$ cat src/rtl/swmc_pkg.sv
package swmc_pkg;

  localparam int S_TDATA_W = 48;
  localparam int M_TDATA_W = 24;

  typedef enum logic [3:0] {
    OP_CMOV  = 4'd0,
    OP_LD    = 4'd1,
    OP_ST    = 4'd2,
    OP_ADD   = 4'd3,
    OP_MUL   = 4'd4,
    OP_DIV   = 4'd5,
    OP_NAND  = 4'd6,
    OP_HALT  = 4'd7,
    OP_MAP   = 4'd8,
    OP_UNMAP = 4'd9,
    OP_OUT   = 4'd10,
    OP_IN    = 4'd11,
    OP_LP    = 4'd12,
    OP_LV    = 4'd13
  } op_e;

  typedef enum logic [1:0] {
    RS_RUN  = 2'd0,
    RS_HALT = 2'd1,
    RS_FAIL = 2'd2
  } run_e;

  typedef enum logic [1:0] {OPND_NONE, OPND_A, OPND_B, OPND_C} opnd_e;

  typedef enum logic [2:0] {RES_NONE, RES_ALU, RES_MEM, RES_ID, RES_QUO} res_e;

  typedef enum logic [1:0] {STA_NONE, STA_FAIL, STA_HALT, STA_ADV} sta_e;

  typedef enum logic [4:0] {
    S_IDLE, S_DECIDE, S_FETCH, S_OPA, S_OPB, S_OPC, S_EXEC, S_LCHK, S_MEMRD,
    S_MAPQ, S_MAPF, S_ZERO, S_DIV, S_DIVF, S_CPLEN, S_CPRD, S_CPWR, S_JUMP,
    S_WB, S_DONE
  } state_e;

  typedef struct packed {
    logic  latch_in;
    logic  load_append;
    logic  fetch_rd;
    logic  latch_word;
    opnd_e opnd;
    res_e  res_src;
    logic  reg_we;
    logic  len_rd;
    logic  len_wr;
    logic  len0_from_len;
    logic  mem_rd_seg;
    logic  mem_wr_seg;
    logic  zero_wr;
    logic  copy_rd;
    logic  copy_wr;
    logic  cnt_clr;
    logic  cnt_inc;
    logic  q_pop;
    logic  q_push;
    logic  id_from_q;
    logic  id_from_fresh;
    logic  div_start;
    logic  div_step;
    logic  emit_out;
    logic  take_in;
    logic  pc_jump;
    sta_e  sta;
    logic  out_load;
  } ctl_cmd_t;

  typedef struct packed {
    logic run_ok;
    logic cmd_step;
    logic len0_full;
    logic pc_oob;
    op_e  op;
    logic cond_nz;
    logic id_ok;
    logic idx_ok;
    logic div_zero;
    logic div_last;
    logic map_big;
    logic q_empty;
    logic q_have;
    logic fresh_left;
    logic out_big;
    logic src_zero;
    logic src_bad;
    logic tgt_bad;
    logic cnt_done;
    logic out_busy;
  } dp_stat_t;

endpackage

$ cat src/rtl/swmc_ctrl.sv
module swmc_ctrl import swmc_pkg::*; (
  input  logic     clk_i,
  input  logic     rst_ni,
  input  logic     s_tvalid_i,
  output logic     s_tready_o,
  input  dp_stat_t stat_i,
  output ctl_cmd_t cmd_o
);

  state_e state_q, state_d;

  always_ff @(posedge clk_i or negedge rst_ni) begin
    if (!rst_ni) begin
      state_q <= S_IDLE;
    end else begin
      state_q <= state_d;
    end
  end

  always_comb begin
    state_d    = state_q;
    cmd_o      = '0;
    s_tready_o = 1'b0;
    unique case (state_q)
      S_IDLE: begin
        s_tready_o = 1'b1;
        if (s_tvalid_i) begin
          cmd_o.latch_in = 1'b1;
          state_d        = S_DECIDE;
        end
      end
      S_DECIDE: begin
        state_d = S_DONE;
        if (stat_i.run_ok) begin
          if (!stat_i.cmd_step) begin
            if (stat_i.len0_full) cmd_o.sta = STA_FAIL;
            else cmd_o.load_append = 1'b1;
          end else if (stat_i.pc_oob) begin
            cmd_o.sta = STA_FAIL;
          end else begin
            cmd_o.fetch_rd = 1'b1;
            state_d        = S_FETCH;
          end
        end
      end
      S_FETCH: begin
        cmd_o.latch_word = 1'b1;
        state_d          = S_OPA;
      end
      S_OPA: begin
        cmd_o.opnd = OPND_A;
        state_d    = S_OPB;
      end
      S_OPB: begin
        cmd_o.opnd = OPND_B;
        state_d    = S_OPC;
      end
      S_OPC: begin
        cmd_o.opnd = OPND_C;
        state_d    = S_EXEC;
      end
      S_EXEC: begin
        state_d = S_DONE;
        case (stat_i.op)
          OP_CMOV: begin
            if (stat_i.cond_nz) begin
              cmd_o.res_src = RES_ALU;
              state_d       = S_WB;
            end else begin
              cmd_o.sta = STA_ADV;
            end
          end
          OP_LD, OP_ST: begin
            if (stat_i.id_ok) begin
              cmd_o.len_rd = 1'b1;
              state_d      = S_LCHK;
            end else begin
              cmd_o.sta = STA_FAIL;
            end
          end
          OP_ADD, OP_MUL, OP_NAND, OP_LV: begin
            cmd_o.res_src = RES_ALU;
            state_d       = S_WB;
          end
          OP_IN: begin
            cmd_o.res_src = RES_ALU;
            cmd_o.take_in = 1'b1;
            state_d       = S_WB;
          end
          OP_DIV: begin
            if (stat_i.div_zero) begin
              cmd_o.sta = STA_FAIL;
            end else begin
              cmd_o.div_start = 1'b1;
              state_d         = S_DIV;
            end
          end
          OP_HALT: cmd_o.sta = STA_HALT;
          OP_MAP: begin
            if (stat_i.map_big) begin
              cmd_o.sta = STA_FAIL;
            end else if (!stat_i.q_empty) begin
              cmd_o.q_pop = 1'b1;
              state_d     = S_MAPQ;
            end else begin
              state_d = S_MAPF;
            end
          end
          OP_UNMAP: begin
            cmd_o.q_push = 1'b1;
            cmd_o.sta    = STA_ADV;
          end
          OP_OUT: begin
            if (stat_i.out_big) begin
              cmd_o.sta = STA_FAIL;
            end else begin
              cmd_o.emit_out = 1'b1;
              cmd_o.sta      = STA_ADV;
            end
          end
          OP_LP: begin
            if (stat_i.src_zero) begin
              state_d = S_JUMP;
            end else if (stat_i.src_bad) begin
              cmd_o.sta = STA_FAIL;
            end else begin
              cmd_o.len_rd = 1'b1;
              state_d      = S_CPLEN;
            end
          end
          default: cmd_o.sta = STA_FAIL;
        endcase
      end
      S_LCHK: begin
        state_d = S_DONE;
        if (!stat_i.idx_ok) begin
          cmd_o.sta = STA_FAIL;
        end else if (stat_i.op == OP_ST) begin
          cmd_o.mem_wr_seg = 1'b1;
          cmd_o.sta        = STA_ADV;
        end else begin
          cmd_o.mem_rd_seg = 1'b1;
          state_d          = S_MEMRD;
        end
      end
      S_MEMRD: begin
        cmd_o.res_src = RES_MEM;
        state_d       = S_WB;
      end
      S_MAPQ: begin
        if (stat_i.q_have) begin
          cmd_o.id_from_q = 1'b1;
          cmd_o.cnt_clr   = 1'b1;
          state_d         = S_ZERO;
        end else begin
          state_d = S_MAPF;
        end
      end
      S_MAPF: begin
        if (stat_i.fresh_left) begin
          cmd_o.id_from_fresh = 1'b1;
          cmd_o.cnt_clr       = 1'b1;
          state_d             = S_ZERO;
        end else begin
          cmd_o.sta = STA_FAIL;
          state_d   = S_DONE;
        end
      end
      S_ZERO: begin
        if (stat_i.cnt_done) begin
          cmd_o.len_wr  = 1'b1;
          cmd_o.res_src = RES_ID;
          state_d       = S_WB;
        end else begin
          cmd_o.zero_wr = 1'b1;
          cmd_o.cnt_inc = 1'b1;
        end
      end
      S_DIV: begin
        cmd_o.div_step = 1'b1;
        if (stat_i.div_last) state_d = S_DIVF;
      end
      S_DIVF: begin
        cmd_o.res_src = RES_QUO;
        state_d       = S_WB;
      end
      S_CPLEN: begin
        cmd_o.cnt_clr = 1'b1;
        state_d       = S_CPRD;
      end
      S_CPRD: begin
        if (stat_i.cnt_done) begin
          cmd_o.len0_from_len = 1'b1;
          state_d             = S_JUMP;
        end else begin
          cmd_o.copy_rd = 1'b1;
          state_d       = S_CPWR;
        end
      end
      S_CPWR: begin
        cmd_o.copy_wr = 1'b1;
        cmd_o.cnt_inc = 1'b1;
        state_d       = S_CPRD;
      end
      S_JUMP: begin
        if (stat_i.tgt_bad) cmd_o.sta = STA_FAIL;
        else cmd_o.pc_jump = 1'b1;
        state_d = S_DONE;
      end
      S_WB: begin
        cmd_o.reg_we = 1'b1;
        cmd_o.sta    = STA_ADV;
        state_d      = S_DONE;
      end
      S_DONE: begin
        if (!stat_i.out_busy) begin
          cmd_o.out_load = 1'b1;
          state_d        = S_IDLE;
        end
      end
      default: state_d = S_IDLE;
    endcase
  end

endmodule

$ cat config.mk
export PLATFORM = sky130hd
export DESIGN_NAME = swmc_ctrl
export DESIGN_NICKNAME = d
export VERILOG_FILES = /design/src/rtl/swmc_pkg.sv /design/src/rtl/swmc_ctrl.sv
export SDC_FILE = /design/constraint.sdc
export NUM_CORES = 1
export LEC_CHECK = 0
export ABC_AREA = 1
export BUFFER_PORTS_ARGS = -buffer_cell sky130_fd_sc_hd__buf_2
export CELL_PAD_IN_SITES_DETAIL_PLACEMENT = 0
export CELL_PAD_IN_SITES_GLOBAL_PLACEMENT = 2
export CORE_AREA = 10 10 87 89
export DETAILED_ROUTE_END_ITERATION = 10
export DIE_AREA = 0 0 97 99
export GPL_TIMING_DRIVEN = 0
export PLACE_DENSITY = 0.78
export SYNTH_ARGS = -nofsm -noshare
export SYNTH_HDL_FRONTEND = slang
export SYNTH_SLANG_ARGS = --single-unit
$ cat constraint.sdc
create_clock -name clk_i -period 1.9 [get_ports clk_i]
set_input_delay 0.38 -clock clk_i [delete_from_list [all_inputs] [get_ports clk_i]]
set_output_delay 0.38 -clock clk_i [all_outputs]
set_load 0.02 [all_outputs]
==> flow_summary.ini <==
[global_routing]
grt.total_usage_pct = 9.06
overflow = 0
grt_pass1_wl_mm = 7.45
antenna_found_initial = 0
grt_start_max_net_pins = 9
grt_pass1_vias = 1576

[hold_path]
hp-class = in2reg

[worst_setup_path]
r2r_end = state_q[3]$_DFFE_PN0P_
worstSetupEndpoint = cmd_o[1]
r2r_slack_ps = 350
ff2ff_path_depth = 9
worstSetupStartpointType = flip-flop
rr_startpoint = state_q[0]$_DFFE_PN0P_
critPathCaptureType = primary output
crit_type = reg2out
cp.arrival_ps = 1510
cp-startpoint = state_q[4]$_DFFE_PN0P_
worstPathMaxFanout = 6
required_ps = 1520

[pwr]
powerDensity_nw_per_um2 = 1050
vdd_drop_max_v = 0.000344
power.leakage_nw = 1.06

[placement]
post-place-cells = 362
io_buffers = 57
post_dp_cell_area_sq_um = 1520
dpl.hpwl_mm = 4.01
gp_congestion = 0.823

[cts]
clockBufferDepth = 2
numCtsBuffers = 3
clock_latency_ps = 220
clk_pin_slew_ps = 30
cts.sinks = 5
cts_root_buffer = clkbuf_8
cts_tree = done
htree_levels = 1

[floorplanning]
chipHeight_um = 99
die_area_sq_um = 9600
die_x_um = 97
io_pins = 59
coreArea_sq_um = 5850
row_count = 28
start_util_pct = 19.3

[sta]
finalClockSkew_ps = 0.594
rsz0062_at_grt = true
fin_tns_setup_ps = 0
finalHoldViolCount = 0
worstMarginPinSlew_ps = 324
finalCritPeriodShare_pct = 99.3
finalCriticalPeriod_ps = 1890
setup_viol = 0
max_freq_ghz = 0.530
slew_headroom_pct = 78.2
timing.final.max_slew_violations = 0
holdWs_ps = 456

[logic_synthesis]
avgSynthCellArea_sq_um = 4.92
ys_seq_elements = 5
yosys_warnings = 0
netlist_area_sq_um = 1130
yosysSeqAreaShare_pct = 11.1
mappedNetlistNets = 256
synthCells = 230
synth.distinct_cells = 26

[final_layout]
area_growth_pct = 63.2
top_regs = state_q x5
fin_nets = 330
drive_above_1_share_pct = 42.6
design_area_sq_um = 1850
stdcell_count = 378
seq_area_sq_um = 131
nFillCells = 681
n_antenna_cell = 0
largest_register_ffs = 5
multiInputGateArea_sq_um = 988
largest-register = state_q

[detailed_routing]
via_count = 1669
wl_mm = 4.73
drtAntennaViolNets = 0
route.detailed.drc = 0
firstDrtPassIters = 4
post_drt_via_cell_ratio = 4.42
wire_per_inst_um = 12.5
drt-initial-drc-count = 81

[job]
max_cap_viol_count = 0

[outcome]
run_status = finished clean
## cell type report
cell class | instances | share of cell area, %
buffer | 1 | 0.271
clock buffer | 4 | 2.44
inverter | 42 | 9.08
multi-input combinational | 182 | 53.6
sequential | 5 | 7.12
tap | 75 | 5.08
timing repair buffer | 69 | 22.4
## synth_stat cells (all sizes together)
library cell / count / area (sq um)
inv: 42 / 158
nand3b: 1 / 7.51
nand4: 7 / 43.8
nor3: 7 / 35.0
o2111ai: 1 / 8.76
o211ai: 2 / 15.0
nor4: 2 / 12.5
nand3: 21 / 123
a21oi: 3 / 18.8
nor2: 53 / 221
nand2: 74 / 298
and3: 1 / 6.26
dfrtp: 5 / 125
o22ai: 1 / 6.26
buf: 1 / 5.00
or2: 2 / 12.5
o21ai: 7 / 35.0
## layout by cell type, fill, tap and decap left out, types with 2 or more instances in the layout
| master | instances |
|---|---|
| nand2_1 | 62 |
| buf_2 | 48 |
| nor2_1 | 35 |
| inv_1 | 32 |
| buf_4 | 18 |
| nand3_1 | 16 |
| nor2_2 | 13 |
| nand2_2 | 8 |
| nor3_1 | 7 |
| nand4_1 | 7 |
| inv_2 | 6 |
| nor2_4 | 5 |
| dfrtp_2 | 5 |
| nand2_4 | 4 |
| inv_4 | 4 |
| o21ai_0 | 4 |
| nand3_4 | 3 |
| o21ai_1 | 3 |
| clkbuf_8 | 3 |
| buf_6 | 3 |
| or2_2 | 2 |
| nand3_2 | 2 |
| o211ai_1 | 2 |
## worst max-delay path: stages, from the launching register on
cell     delay (ps)
dfrtp_2         460
inv_4           110
nand3_4         120
nor2_4          160
nand2_2          70
and3_4          170
nand3_2          80
buf_6           120
## where the power goes
group | switching (W) | internal, W | total (W)
logic | 0.000917 | 0.000528 | 0.00144
registers | 0.000120 | 0.000172 | 0.000292
clock network | 0.0000480 | 0.000144 | 0.000192
total | 0.00109 | 0.000844 | 0.00193
## through the flow
stage | total power (W) | worst slack [ps] | utilization (%)
final | 0.00193 | 12.6 | 31.5
after CTS | 0.00181 | -16.9 | 29.2
after detailed placement | 0.00144 | -156 | 26.0
after floorplan | 0.00109 | 57.5 | -
after global placement | 0.00145 | -136 | 26.0
after global routing | 0.00212 | -84.8 | 31.5
## worst min path at each step
stage | start | to | slack [ps] | depth (start not counted)
6_report | stat_i[10] | state_q[3]$_DFFE_PN0P_ | 460 | 4
3_5_place_dp | rst_ni | state_q[4]$_DFFE_PN0P_ | 200 | 1
3_3_place_gp | rst_ni | state_q[4]$_DFFE_PN0P_ | 200 | 1
5_1_grt | stat_i[10] | state_q[3]$_DFFE_PN0P_ | 480 | 4
4_1_cts | stat_i[10] | state_q[3]$_DFFE_PN0P_ | 460 | 4
2_1_floorplan | rst_ni | state_q[0]$_DFFE_PN0P_ | 80 | 0
## cell families after synthesis
logic type | Yosys count | share of synthesized area, %
simple gates | 168 | 67.1
flops | 5 | 11.1
buf+inv | 43 | 14.4
compound gates | 14 | 7.41
## per-layer routing
layer / up-vias / share of wire [%] / GRT usage, %
met5: - / 0 / 0
met4: 0 / 0.30 / 1.70
met3: 2 / 4.8 / 1.61
met2: 51 / 45 / 14.5
met1: 739 / 49 / 12.3
li1: 877 / - / -
## repair_timing
item                                    CTS  global route
setup buffers                             7             4
hold buffers                              1             0
endpoints found under the setup margin   11            18
hold endpoints to repair                  5             0
gates cloned                              0             0
gates resized for setup                  31            31
pin swaps                                 1             9
Note: power is estimated with default switching activity, not from simulation.
